<file path="src/rtl/svbf_pkg.sv">
`default_nettype none

package svbf_pkg;

	// Default sizes of the sample ring and the prefill phase.
	localparam int RING_DEPTH_DEF    = 32;
	localparam int PREFILL_COUNT_DEF = 10;

	// Field widths.
	localparam int READING_W = 15;
	localparam int VOLT_W    = 16;
	localparam int CAL_W     = 16;
	localparam int PREFILL_W = 4;

	// Four times the average reading.
	localparam int AVG4_W = READING_W + 2;

	// Configuration port.
	localparam int APB_AW = 3;
	localparam int APB_DW = 32;

	// Register indexes.
	localparam logic REG_CAL_DIVISOR = 1'b0;

	// Reset value of the calibration divisor.
	localparam logic [CAL_W-1:0] CAL_RESET = 16'd467;

endpackage

`default_nettype wire

</file>
<file path="src/rtl/supply_voltage_boxcar_filter_top.sv">
// Supply voltage boxcar filter.
// Input channel: in_valid / in_stall carry one item with adc_reading (15 bits)
// and take_sample. An item is taken when in_valid is high and in_stall is low.
// Output channel: out_valid / out_stall carry voltage_x10, one result per item,
// held in an output register so the next item can be taken while it waits.
// The calibration divisor is written through the APB port at address 0.
// The ring of recent readings lives in one synchronous memory. An item with
// take_sample reads the oldest entry, updates the running sum and writes the
// new reading back. The average comes from the sum by a reciprocal multiply,
// and a restoring divider then divides four times the average by the divisor,
// one quotient bit per cycle. An item passes through READ and UPD (only with
// take_sample), START, DIV2 and DONE, where the result moves to the output
// register once that is free; only then is the next item taken. The first
// PREFILL_COUNT items first sweep the whole ring in FILL, one entry per cycle.
// Reset restores the divisor to 467, clears the write slot and the sum and
// rearms the prefill phase; ring contents need no clearing, since the first
// item overwrites every entry. While the receiver stalls, the result stays in
// the output register; a following result waits in the block until it is free.
`default_nettype none

module supply_voltage_boxcar_filter_top #(
	parameter int RING_DEPTH    = svbf_pkg::RING_DEPTH_DEF,
	parameter int PREFILL_COUNT = svbf_pkg::PREFILL_COUNT_DEF
) (
	input  wire logic                             clk,
	input  wire logic                             arst_n,
	// Input channel.
	input  wire logic                             in_valid,
	output logic                                  in_stall,
	input  wire logic [svbf_pkg::READING_W-1:0]   adc_reading,
	input  wire logic                             take_sample,
	// Output channel.
	output logic                                  out_valid,
	input  wire logic                             out_stall,
	output logic [svbf_pkg::VOLT_W-1:0]           voltage_x10,
	// Configuration port.
	input  wire logic                             psel,
	input  wire logic                             penable,
	input  wire logic                             pwrite,
	input  wire logic [svbf_pkg::APB_AW-1:0]      paddr,
	input  wire logic [svbf_pkg::APB_DW-1:0]      pwdata,
	output logic [svbf_pkg::APB_DW-1:0]           prdata,
	output logic                                  pready
);

	localparam int AW = $clog2(RING_DEPTH);
	localparam int TW = svbf_pkg::READING_W + AW;
	localparam int QW = svbf_pkg::AVG4_W;
	localparam int DW = svbf_pkg::CAL_W;
	localparam int CW = $clog2((RING_DEPTH > QW) ? RING_DEPTH : QW);
	localparam int RW = svbf_pkg::READING_W;

	// Reciprocal of the ring depth, exact for every sum of TW bits.
	localparam int RS = TW + AW;
	localparam int MW = TW + 1;
	localparam logic [MW-1:0] RECIP =
		MW'(((64'd1 << RS) + 64'(RING_DEPTH) - 64'd1) / 64'(RING_DEPTH));

	typedef enum logic [2:0] {
		ST_IDLE,
		ST_FILL,
		ST_READ,
		ST_UPD,
		ST_START,
		ST_DIV2,
		ST_DONE
	} state_t;

	state_t                         state_q;
	logic [RW-1:0]                  reading_q;
	logic                           take_q;
	logic [AW-1:0]                  slot_q;
	logic [TW-1:0]                  total_q;
	logic [svbf_pkg::PREFILL_W-1:0] prefill_q;
	logic [CW-1:0]                  cnt_q;
	logic [QW-1:0]                  w_q;
	logic [DW-1:0]                  rem_q;
	logic [svbf_pkg::VOLT_W-1:0]    res_q;
	logic [svbf_pkg::VOLT_W-1:0]    out_q;
	logic                           out_valid_q;
	logic [DW-1:0]                  cal_q;

	logic [RW-1:0]                  ring_mem [RING_DEPTH];
	logic [RW-1:0]                  rd_s1;
	logic                           mem_we;
	logic [AW-1:0]                  mem_addr;

	logic                           in_acc;
	logic                           out_free;
	logic [DW-1:0]                  eff_div;
	logic [DW:0]                    rs;
	logic [DW:0]                    rs_sub;
	logic                           ge;
	logic [DW-1:0]                  rem_nx;
	logic [QW-1:0]                  w_nx;
	logic [TW+MW-1:0]               avg_prod;
	logic [QW-1:0]                  avg4;
	logic [QW-1:0]                  quo;
	logic [AW-1:0]                  slot_nx;

	// Handshake and port outputs.
	assign in_acc      = in_valid && !in_stall;
	assign in_stall    = (state_q != ST_IDLE);
	assign out_free    = !out_valid_q || !out_stall;
	assign out_valid   = out_valid_q;
	assign voltage_x10 = out_q;
	assign pready      = 1'b1;

	// Configuration register.
	always_ff @(posedge clk or negedge arst_n) begin
		if (!arst_n) begin
			cal_q <= svbf_pkg::CAL_RESET;
		end else if (psel && penable && pwrite && pready &&
			paddr[2] == svbf_pkg::REG_CAL_DIVISOR) begin
			cal_q <= pwdata[DW-1:0];
		end
	end

	always_comb begin
		if (paddr[2] == svbf_pkg::REG_CAL_DIVISOR) begin
			prdata = svbf_pkg::APB_DW'(cal_q);
		end else begin
			prdata = '0;
		end
	end

	// A divisor of zero acts as one.
	assign eff_div = (cal_q == '0) ? DW'(1) : cal_q;

	// Average of the ring by multiplying the sum with the reciprocal of the depth.
	assign avg_prod = total_q * RECIP;
	assign avg4     = {avg_prod[RS +: RW], 2'b00};

	// Divider step: four times the average divided by the divisor.
	assign rs     = {rem_q, w_q[QW-1]};
	assign rs_sub = rs - {1'b0, eff_div};
	assign ge     = (rs >= {1'b0, eff_div});
	assign rem_nx = ge ? rs_sub[DW-1:0] : rs[DW-1:0];
	assign w_nx   = {w_q[QW-2:0], ge};
	assign quo    = w_nx;

	assign slot_nx = (slot_q == AW'(RING_DEPTH - 1)) ? '0 : slot_q + AW'(1);

	// Ring memory port: the sweep walks all entries, otherwise the write slot.
	assign mem_we   = (state_q == ST_FILL) || (state_q == ST_UPD);
	assign mem_addr = (state_q == ST_FILL) ? cnt_q[AW-1:0] : slot_q;

	always_ff @(posedge clk) begin
		if (mem_we) begin
			ring_mem[mem_addr] <= reading_q;
		end
		rd_s1 <= ring_mem[mem_addr];
	end

	// Sequencer, divider registers and output register.
	always_ff @(posedge clk or negedge arst_n) begin
		if (!arst_n) begin
			state_q     <= ST_IDLE;
			reading_q   <= '0;
			take_q      <= 1'b0;
			slot_q      <= '0;
			total_q     <= '0;
			prefill_q   <= svbf_pkg::PREFILL_W'(PREFILL_COUNT);
			cnt_q       <= '0;
			w_q         <= '0;
			rem_q       <= '0;
			res_q       <= '0;
			out_q       <= '0;
			out_valid_q <= 1'b0;
		end else begin
			if (state_q == ST_DONE && out_free) begin
				out_valid_q <= 1'b1;
			end else if (!out_stall) begin
				out_valid_q <= 1'b0;
			end
			case (state_q)
				ST_IDLE: begin
					if (in_acc) begin
						reading_q <= adc_reading;
						take_q    <= take_sample;
						cnt_q     <= '0;
						if (prefill_q != '0) begin
							state_q <= ST_FILL;
						end else if (take_sample) begin
							state_q <= ST_READ;
						end else begin
							state_q <= ST_START;
						end
					end
				end
				ST_FILL: begin
					cnt_q <= cnt_q + CW'(1);
					if (cnt_q == CW'(RING_DEPTH - 1)) begin
						total_q   <= TW'(reading_q) * TW'(RING_DEPTH);
						prefill_q <= prefill_q - svbf_pkg::PREFILL_W'(1);
						state_q   <= take_q ? ST_READ : ST_START;
					end
				end
				ST_READ: begin
					state_q <= ST_UPD;
				end
				ST_UPD: begin
					total_q <= total_q - TW'(rd_s1) + TW'(reading_q);
					slot_q  <= slot_nx;
					state_q <= ST_START;
				end
				ST_START: begin
					w_q     <= avg4;
					rem_q   <= '0;
					cnt_q   <= '0;
					state_q <= ST_DIV2;
				end
				ST_DIV2: begin
					w_q   <= w_nx;
					rem_q <= rem_nx;
					cnt_q <= cnt_q + CW'(1);
					if (cnt_q == CW'(QW - 1)) begin
						res_q   <= quo[QW-1] ? '1 : quo[svbf_pkg::VOLT_W-1:0];
						state_q <= ST_DONE;
					end
				end
				ST_DONE: begin
					if (out_free) begin
						out_q   <= res_q;
						state_q <= ST_IDLE;
					end
				end
				default: begin
					state_q <= ST_IDLE;
				end
			endcase
		end
	end

	// The partial remainder always stays below the divisor.
	assert property (@(posedge clk) disable iff (!arst_n)
		(state_q == ST_DIV2) |-> (rem_q < eff_div))
		else $error("divider remainder not below divisor");

	// An item taken during prefill always starts a ring sweep.
	assert property (@(posedge clk) disable iff (!arst_n)
		(in_acc && prefill_q != '0) |=> (state_q == ST_FILL))
		else $error("prefill item did not sweep the ring");

	// The write slot never leaves the ring.
	assert property (@(posedge clk) disable iff (!arst_n)
		slot_q <= AW'(RING_DEPTH - 1))
		else $error("write slot beyond ring depth");

	// A new result never overwrites one the receiver has not taken.
	assert property (@(posedge clk) disable iff (!arst_n)
		(state_q == ST_DONE && out_valid_q && out_stall) |=>
		(state_q == ST_DONE && $stable(out_q)))
		else $error("pending result overwritten");

endmodule

`default_nettype wire
</file>
<file path="config.mk">
export PLATFORM = sky130hd
export DESIGN_NAME = supply_voltage_boxcar_filter_top
export DESIGN_NICKNAME = d
export VERILOG_FILES = /design/src/rtl/svbf_pkg.sv /design/src/rtl/supply_voltage_boxcar_filter_top.sv
export SDC_FILE = /design/constraint.sdc
export NUM_CORES = 1
export LEC_CHECK = 0
export BUFFER_PORTS_ARGS = -buffer_cell sky130_fd_sc_hd__buf_4
export CORE_ASPECT_RATIO = 0.9
export CORE_MARGIN = 2
export CORE_UTILIZATION = 35
export CTS_CLUSTER_SIZE = 30
export DETAILED_ROUTE_END_ITERATION = 8
export PLACE_DENSITY = 0.56
export REMOVE_ABC_BUFFERS = 1
export SYNTH_ARGS = -nofsm -noshare
export SYNTH_HDL_FRONTEND = slang
export SYNTH_SLANG_ARGS = --single-unit
</file>
<file path="constraint.sdc">
create_clock -name clk -period 4.5 [get_ports clk]
set_input_delay 0 -clock clk [delete_from_list [all_inputs] [get_ports clk]]
set_output_delay 0 -clock clk [all_outputs]
set_load 0.02 [all_outputs]
</file>
==> impl.org, run 1 <==
** Die
- 109 I/O pins were placed.
- Num rows :: 96
- Die Footprint :: 0.07908 mm2
- From bottom edge to top edge, the die measures 267.0 um.
- The core region is 0.07615 mm2.
- Once the floorplan was initialized, standard cells occupied 35.32% of the core.
- Measured along the x axis, the die boundary spans 296.2 um.

** Cells and area
- At the end of the flow, the number of nets in the layout was 2141.
- Share of post-route cells with drive strength above 1 :: 18.98%
- Most common cell after layout, fill and taps aside :: edfxtp_1
- Non-Filler Instances :: 3105
- The library cells used most frequently in the layout, excluding fill and tap cells, are edfxtp_1 (480), buf_4 (160), nand2_1 (138).
- Area added between synthesis and finish :: 18.21%
- 0 antenna diodes ended up in the layout.

** Critical path
- In this run the worst setup path terminates at ring_mem[20][9]$_DFFE_PP_.
- The worst setup path is captured at a flip-flop.
- The most critical setup path has its startpoint at state_q[2]$_DFFE_PN0P_.
- Worst EP required :: 4.81 ns
- Cell with the largest stage delay on the worst path :: nor2_1
- Logic depth of the worst setup path including buffers :: 8
- On the worst path, the slowest cell contributes a delay of 0.74 ns.
- Register-to-Register Setup Slack :: 0.94 ns
- Counting cells, the worst reg-to-reg path comes to 8.
- In this run the worst path has a maximum fanout of 58.
- Together, buffers and inverters on the worst path number 4.
- Reg-to-reg critical path startpoint :: state_q[2]$_DFFE_PN0P_
- Crit-path most repeated cell :: buf_4
- Broken down by cell family, the worst path's largest delay share belongs to simple AND/OR/NAND/NOR gates.
- STA puts the critical path data arrival time at 3.87 ns.
- The worst setup path is of the reg -> reg kind.
- Worst r2r dst :: ring_mem[20][9]$_DFFE_PP_
- Critical path launch point type :: flip-flop
- Cell-by-cell listing of the critical path :: buf_4 > nor3b_2 > buf_4 > mux2i_4 > buf_12 > nand3_1 > nor2_1 > buf_4

** Pwr
- Switching share of power :: 36.93%
- PnR Total Power :: 23.79 mW
- Summed over all cells, the static leakage comes to 11.90 nW.
- The clock network is responsible for 24.6% of the overall power.
- Total net switching power :: 8.787 mW
- Part of the power in combinational logic :: 41.6%
- VDD sags by at most 0.4040 mV.
- Dividing total power by cell area gives a power density of 748.3 mW/mm2.
- Internal power comes to 15.00 mW.
- In this run, flip-flops and latches consume 33.8% of the power.

** Run status
- Status :: finished, final reports clean

** Timing
- Hold Violations, Final :: 0
- Minimum clock period :: 3.562 ns
- Worst clock skew :: 0.02994 ns
- Setup repair after global routing left no endpoint under its margin.
- The worst path uses 79.14% of the clock period.
- Transition time at the pin with the least slew margin :: 0.8700 ns
- Maximum operating frequency :: 0.2808 GHz
- Setup violations remaining at the end of the flow were counted as 0.
- Headroom to the max-slew limit came out at 41.70%.
- Slew Viols, Final :: 0

** Placed design
- Routability congestion estimate from global placement :: 0.8867
- DP Wirelength :: 44330 um
- In this run, placement finished with an instance count of 2939.
- Count of port buffers added during placement :: 73

** Route
- Post-detailed-route DRC marker count :: 0
- After detailed routing, the total wire length is 68690 um.
- 1st-pass router iterations :: 6
- Detailed routing inserted a total of 15960 vias.
- After detailed routing, the number of vias per cell comes to 5.139.
- Wire length per cell :: 22.12 um
- Number of DRC markers in iteration 0 :: 1541
- Number of antenna-violating nets in the routed design :: 0

** Clock tree
- Total number of clock tree sinks :: 630
- Clock latency on the worst-skew pair, taken at its later pin, is 0.62 ns.
- Clock transition at path regs :: 0.06 ns
- TritonCTS built the clock tree.
- Clock tree synthesis inserted a total of 67 buffers.
- Deepest clock path buffer count :: 3
- Max H-tree Level :: 3
- The tree is rooted in a clkbuf_16.
- In this run, post-CTS repair resized a total of 0 instances.

** Global routing
- The number of antenna violations at the first check in global routing was 1.
- Wire length of the first global-routing pass :: 102700 um
- Vias in the first global route :: 16050
- Global-route usage over all layers :: 17.57%
- Largest net degree at the start of global routing :: 86
- Global routing finished with a remaining overflow of 0.

** Synthesis
- Counting distinct cell types in the post-synthesis netlist gives 64.
- Dividing the synthesized area by the synthesized cell count gives 14.73 um2.
- Yosys printed 0 warnings.
- Number of enable flip-flop cells after synthesis :: 480
- Netlist area before placement :: 0.02690 mm2
- Of the synthesized area, sequential elements account for 67.31%.
- After technology mapping, the gate count stands at 1826.
- FF+latch count, synth :: 630
- Share of synthesized flip-flops with an asynchronous set or reset :: 21.43%
- Top flip-flop cell by instance count after synthesis :: edfxtp_1

** Run
- Max-cap violations in this run came to 0.

** Min path
- The tightest min-delay check is of the in -> async type.
==> what timing repair did <==
| item | 4_1_cts | 5_1_grt |
|---|---|---|
| endpoints found under the hold margin | 124 | 0 |
| buffers inserted | 0 | 0 |
| endpoints found under the setup margin | 0 | 0 |
| hold buffers | 45 | 0 |
==> how the worst min path moves through the flow <==
stage	from	to
finish	arst_n	cal_q[12]$_DFFE_PN0P_
global route	arst_n	cal_q[15]$_DFFE_PN0P_
CTS	arst_n	cal_q[15]$_DFFE_PN0P_
detailed placement	arst_n	cal_q[15]$_DFFE_PN0P_
global placement	arst_n	cal_q[15]$_DFFE_PN0P_
floorplan	arst_n	cal_q[10]$_DFFE_PN0P_
==> stage by stage <==
stage	hold WS, ns	cell area [um2]	setup TNS (ns)	worst slack [ns]	utilization (%)
final	0.02947	31790	0	0.9385	41.75
after detailed placement	0.1311	28980	0	0.9022	38.05
after global placement	0.1193	28980	0	0.9760	38.05
after floorplan	-0.2956	26420	-459.19	-1.473	-
after global routing	0.09038	31790	0	0.7373	41.75
after CTS	0.05023	31790	0	0.8832	41.75
==> cell type report <==
type                       count  area (um2)
tap                         1029        1287
timing repair buffer         208        1703
sequential                   630       18100
fill                        6973       44360
multi-input combinational   1023        7981
inverter                      94       352.8
clock inverter                31       429.2
clock buffer                  90        1937
==> sequential cells by signal, indices dropped and copies added, names as in the netlist, 3 cells and up <==
name         count
ring_mem       480
total_q         20
w_q             17
cal_q           16
rem_q           16
res_q           16
voltage_x10     16
rd_s1           15
reading_q       15
cnt_q            5
slot_q           5
prefill_q        4
state_q          3
==> cell usage after synthesis (all sizes together) (6+ instances only) <==
library cell  count  share of area [%]
nand4             6               0.14
ha               43                2.0
a21oi            64                1.2
a21o             13               0.36
a211oi            6               0.17
dfxtp            15                1.1
nor3             18               0.33
o31ai             6               0.17
mux4             63                5.3
edfxtp          480                 54
dfstp             8               0.78
mux2             43                1.8
nand3            35               0.65
clkbuf           40               0.56
o22ai            57                1.3
fa               16                1.2
inv              93                1.3
buf              54                1.4
nand2           138                1.9
dfrtp           127                 12
o21ai            79                1.5
nor2            128                1.8
nor4             20               0.47
a22oi            30               0.84
xor2             16               0.52
xnor2            16               0.52
nand2b            7               0.16
mux2i           132                5.0
==> power by group through the flow <==
| stage | sequential (mW) | combinational [mW] | clock (mW) |
|---|---|---|---|
| 2_1_floorplan | 8.38 | 6.32 | 0 |
| 3_3_place_gp | 8.14 | 9.64 | 0 |
| 3_5_place_dp | 8.17 | 9.81 | 0 |
| 4_1_cts | 8.05 | 9.92 | 5.98 |
| 5_1_grt | 8.12 | 10.8 | 6.22 |
| 6_report | 8.05 | 9.89 | 5.85 |
==> per-layer routing <==
layer  GRT usage [%]  vias up  wire [um]
met5               0        -          0
met4           5.091        0       1790
met3           3.747      114       4568
met2           27.07      486      31290
met1           24.99     8097      31040
li1                -     7261          -
==> logic make-up after synthesis <==
family | count (synthesis) | share of synthesized area (%)
compound gates | 300 | 6.936
simple gates | 377 | 6.122
buf+inv | 188 | 3.280
mux | 238 | 12.10
fa+ha+maj | 59 | 3.191
xor+xnor | 32 | 1.042
other cells | 2 | 0.02792
flops | 630 | 67.31
No activity file was read; power rests on OpenSTA's default activity.
==> inputs of run 2 (changes only) <==
--- a/config.mk
+++ b/config.mk
@@ -5,6 +5,7 @@
 export SDC_FILE = /design/constraint.sdc
 export NUM_CORES = 1
 export LEC_CHECK = 0
+export ABC_AREA = 1
 export BUFFER_PORTS_ARGS = -buffer_cell sky130_fd_sc_hd__buf_4
 export CORE_ASPECT_RATIO = 0.9
 export CORE_MARGIN = 2
==> constraint.sdc (replaced) <==
create_clock -name clk -period 3.3 [get_ports clk]
set_input_delay 0 -clock clk [delete_from_list [all_inputs] [get_ports clk]]
set_output_delay 0 -clock clk [all_outputs]
set_load 0.02 [all_outputs]
==> impl.org, run 2 <==
** Timing
- Worst clock skew :: 0.02570 ns (was 0.02994 ns)
- The normalized max-slew margin is 40.96% (was 41.70%).
- Share of the clock period used by the worst path after layout :: 86.67% (was 79.14%)
- The total negative slack for setup checks came to 0 ns (unchanged).
- RSZ-0062 raised after global routing: false (unchanged).
- The final critical path time including I/O delays and setup was 2.860 ns (was 3.562 ns).
- Transition time at the pin with the least slew margin :: 0.8856 ns (was 0.8700 ns)
- The final hold violation count came to 0 (unchanged).
- Maximum operating frequency :: 0.3496 GHz (was 0.2808 GHz)
- Slew Viols, Final :: 0 (unchanged)
- Setup violators final :: 0 (unchanged)

** Pwr
- The total power density per cell area came to 992.1 mW/mm2 (was 748.3 mW/mm2).
- Worst vdd ir :: 0.7360 mV (was 0.4040 mV)
- The leakage power came to 15.27 nW (was 11.90 nW).

** Die
- Die boundary height :: 278.6 um (was 267.0 um)
- The I/O pin count came to 109 (unchanged).
- Die Footprint :: 0.08614 mm2 (was 0.07908 mm2)
- The core outline area was 0.08283 mm2 (was 0.07615 mm2).
- Effective utilization at floorplan :: 35.41% (was 35.32%)
- Num rows :: 100 (was 96)
- The die outline width was 309.2 um (was 296.2 um).

** Route
- The post-detailed-route via-to-cell ratio is 4.829 (was 5.139).
- Total Routed Length :: 81650 um (was 68690 um)
- The average detailed-routed wire length per instance came to 18.07 um (was 22.12 um).
- The count of routing violations after the opening detailed-route iteration was 1779 (was 1541).
- The total length of routed met2 wires came to 35960 um (was 31290 um).
- 1st-pass router iterations :: 5 (was 6)
- Post-detailed-route DRC marker count :: 0 (unchanged)
- Highest routing layer actually used :: met4 (unchanged)
- The remaining antenna violation count after routing came to 0 (unchanged).
- Wire length on met1 :: 38990 um (was 31040 um)
- The sum of met3 wire segment lengths after detailed routing came to 4937 um (was 4568 um).
- The via count came to 21820 (was 15960).

** Clock tree
- TritonCTS clock tree :: done (unchanged)
- Post-cts resize count :: 0 (unchanged)
- The buffers inserted during post-CTS setup optimization was 0 (unchanged).
- Clock transition at path regs :: 0.06 ns (about the same)
- The clock tree buffer depth was 3 (unchanged).
- Inserted Clock Buffers :: 71 (was 67)
- The count of clock tree sinks is 630 (unchanged).
- Insertion delay of the later-clocked pin in the worst-skew pair :: 0.63 ns (was 0.62 ns)
- The master cell of the clock root buffer was clkbuf_16 (unchanged).
- The maximum level of the CTS H-tree is 3 (unchanged).

** Critical path
- The worst reg-to-reg setup slack was 0.44 ns (was 0.94 ns).
- Worst r2r dst :: ring_mem[25][1]$_DFFE_PP_ (was ring_mem[20][9]$_DFFE_PP_)
- The peak fanout along the critical path came to 16 (was 58).
- Crit-path most repeated cell :: buf_4 (unchanged)
- The worst reg-to-reg path cell count was 9 (was 8).
- The signal arrival time at the worst endpoint is 3.17 ns (was 3.87 ns).
- The type of origin of the critical path was a flip-flop (unchanged).
- Reg-to-reg critical path startpoint :: state_q[1]$_DFFE_PN0P_ (was state_q[2]$_DFFE_PN0P_)
- Cell-by-cell listing of the critical path: inv_2 > nand3_2 > buf_4 > nand2_1 > o21ai_4 > nor2_2 > inv_1 > nor2_1 > buf_4 (was buf_4 > nor3b_2 > buf_4 > mux2i_4 > buf_12 > nand3_1 > nor2_1 > buf_4).
- Cell with the largest stage delay on the worst path :: nor2_2 (was nor2_1)
- Endpoint class of the critical path :: flip-flop (unchanged)
- Critical path start-end classification :: reg -> reg (unchanged)
- Delay contributed by the slowest stage of the critical path :: 0.65 ns (was 0.74 ns)
- The required time at the endpoint of the critical path was 3.61 ns (was 4.81 ns).

** Global routing
- The largest net degree at the start of global routing came to 108 (was 86).
- Wire length of the first global-routing pass :: 125500 um (was 102700 um)
- Vias in the first global route :: 20710 (was 16050)
- Global-route usage over all layers :: 19.11% (was 17.57%)
- The number of antenna violations at the first check in global routing was 2 (was 1).
- The total grt overflow was 0 (unchanged).

** Cells and area
- The flip-flop count of the largest register, all copies and words added is 480 (unchanged).
- Commonest non-fill, non-tap cells in the layout: nand2_1 (1433), edfxtp_1 (480), nand3_1 (245) (was edfxtp_1 (480), buf_4 (160), nand2_1 (138)).
- The fraction of final layout cells sized beyond drive strength 1 was 9.069% (was 18.98%).
- The leading cell type in the layout, fill and taps excluded is nand2_1 (was edfxtp_1).
- The area growth from synthesis to final layout came to 17.56% (was 18.21%).
- Registers with the most flip-flops: ring_mem x480, total_q x20, w_q x17 (unchanged).
- The final core utilization came to 41.63% (was 41.75%).
- The post-layout instance count excluding filler cells is 4519 (was 3105).
- The net count of the finished layout came to 3455 (was 2141).
- Largest register by flop count :: ring_mem (unchanged)

** Synthesis
- Cell type with the largest total area after synthesis :: edfxtp_1 (unchanged)
- Yosys warns :: 0 (unchanged)
- Post-synthesis adder-cell area fraction :: 2.926% (was 3.191%)
- Share of synthesized flip-flops with an asynchronous set or reset :: 21.43% (unchanged)
- Most frequently used cell type in the post-synthesis netlist :: nand2_1 (was edfxtp_1)
- Share of synthesized cell area in and, or, nand and nor gates :: 26.17% (was 6.122%)
- Most used standard cells in the synthesized netlist: nand2_1 (1434), edfxtp_1 (480), nand3_1 (246), inv_1 (206), nor2_1 (162) (was edfxtp_1 (480), nand2_1 (138), mux2i_1 (130), dfrtp_1 (127), nor2_1 (126)).
- Cells taking the most area after synthesis: edfxtp_1 (49%), nand2_1 (18%), dfrtp_1 (11%), nand3_1 (4.2%), inv_1 (2.6%) (was edfxtp_1 (54%), dfrtp_1 (12%), mux4_2 (5.3%), mux2i_1 (4.8%), ha_1 (2.0%)).
- The total of flip-flops plus latches after synthesis was 630 (unchanged).
- The sequential share of the synthesized area was 61.72% (was 67.31%).
- The mapped cell area came to 0.02933 mm2 (was 0.02690 mm2).
- The proportion of synthesized area in mux cells came to 0.07678% (was 12.10%).
- Fraction of synthesized cell area in xor and xnor cells :: 0.4180% (was 1.042%)
- The number of standard cells after synthesis is 3164 (was 1826).
- The proportion of netlist area held by the largest area contributor is 49.14% (was 53.59%).
- Top flip-flop cell by instance count after synthesis :: edfxtp_1 (unchanged)
- The dominant combinational cell family by area after synthesis is simple AND/OR/NAND/NOR gates (was multiplexers).
- The number of enable-type register cells in the synthesized netlist is 480 (unchanged).
- Count of unique library cells instantiated by Yosys :: 43 (was 64)
- The complex-gate fraction of the synthesized area came to 3.374% (was 6.936%).
- The post-synthesis average cell area is 9.271 um2 (was 14.73 um2).

** Placed design
- The routability congestion estimate from global placement came to 0.8678 (was 0.8867).
- Number of placed instances with taps included :: 4320 (was 2939)
- The half-perimeter wire length of the detailed placement result came to 49530 um (was 44330 um).
- The quantity of I/O buffers inserted on ports was 73 (unchanged).

** Run
- The number of max-cap violations is 0 (unchanged).

** Min path
- Worst min-delay path class :: in -> async (unchanged)

** Run status
- Status: finished, final reports clean (unchanged).
## run 2: cell count changes after synthesis, moves of 24 or more
cell / delta
inv_1: +113
mux4_2: -63
nand2_1: +1296
nor2_1: +36
buf_2: +49
mux2_2: -40
a22oi_1: -24
o22ai_1: -53
mux2i_1: -130
nand3_1: +211
## run 2: what timing repair did
action,4_1_cts,5_1_grt
endpoints found under the hold margin,130,0
hold buffers,67,0
endpoints found under the setup margin,0,0
## run 2: area by class of cell
cell class / count / area (um2)
Antenna cell: 1 / 2.502
Clock buffer: 96 / 1943
Clock inverter: 35 / 322.8
Fill cell: 8080 / 48350
Inverter: 212 / 798.3
Multi-Input combinational cell: 2182 / 9779
Sequential cell: 630 / 18100
Tap cell: 1122 / 1404
Timing Repair Buffer: 241 / 2131
## run 2: report_power, final
| part | leakage [nW] | internal [mW] | switching (mW) |
|---|---|---|---|
| sequential | 6.08 | 10.3 | 0.547 |
| combinational | 8.09 | 4.65 | 11.0 |
| clock | 1.10 | 4.48 | 3.26 |
## run 2: worst max-delay path, delay by kind of cell (launching register included)
kind                   cells  cell delay [ns]
and+or+nand+nor            4             1.07
buffers and inverters      4             0.89
AOI/OAI and AO/OA          1             0.11
DFF                        1             0.47
## run 2: through the flow
step	hold WS [ns]	setup slack (ns)	cell area, um2	power (mW)
after floorplan	-0.2956	-5.001	28630	21.13
after global placement	0.1557	0.4897	31540	26.28
after detailed placement	0.1548	0.4616	31540	26.43
after CTS	0.04724	0.4417	34480	34.35
after global routing	0.1180	0.2369	34480	36.89
final	0.03888	0.4398	34480	34.21
## run 2: cells by family (layout without fill, tap and decap cells)
family,count (synthesis),after routing
other cells,2,18
flops,630,630
mux,2,2
compound gates,184,184
buf+inv,367,584
simple gates,1906,1906
fa+ha+maj,59,59
xor+xnor,14,14
## run 2: worst max-delay path by stage
| stage | slack [ns] | endpoint | from |
|---|---|---|---|
| final | 0.44 | ring_mem[25][1]$_DFFE_PP_ | state_q[1]$_DFFE_PN0P_ |
| after global placement | 0.49 | rem_q[8]$_DFFE_PN0P_ | cal_q[6]$_DFFE_PN1P_ |
| after CTS | 0.44 | rem_q[8]$_DFFE_PN0P_ | cal_q[6]$_DFFE_PN1P_ |
| after detailed placement | 0.46 | rem_q[8]$_DFFE_PN0P_ | cal_q[6]$_DFFE_PN1P_ |
| after floorplan | -5.00 | ring_mem[11][0]$_DFFE_PP_ | state_q[0]$_DFFE_PN0P_ |
| after global routing | 0.24 | rem_q[8]$_DFFE_PN0P_ | cal_q[6]$_DFFE_PN1P_ |
## run 2: metal layers
layer  track usage (%)  vias to the layer above
met1             28.49                    10460
met3             2.786                      115
met5                 0                        -
met2             29.07                      642
met4             4.892                        0
li1                  -                    10610
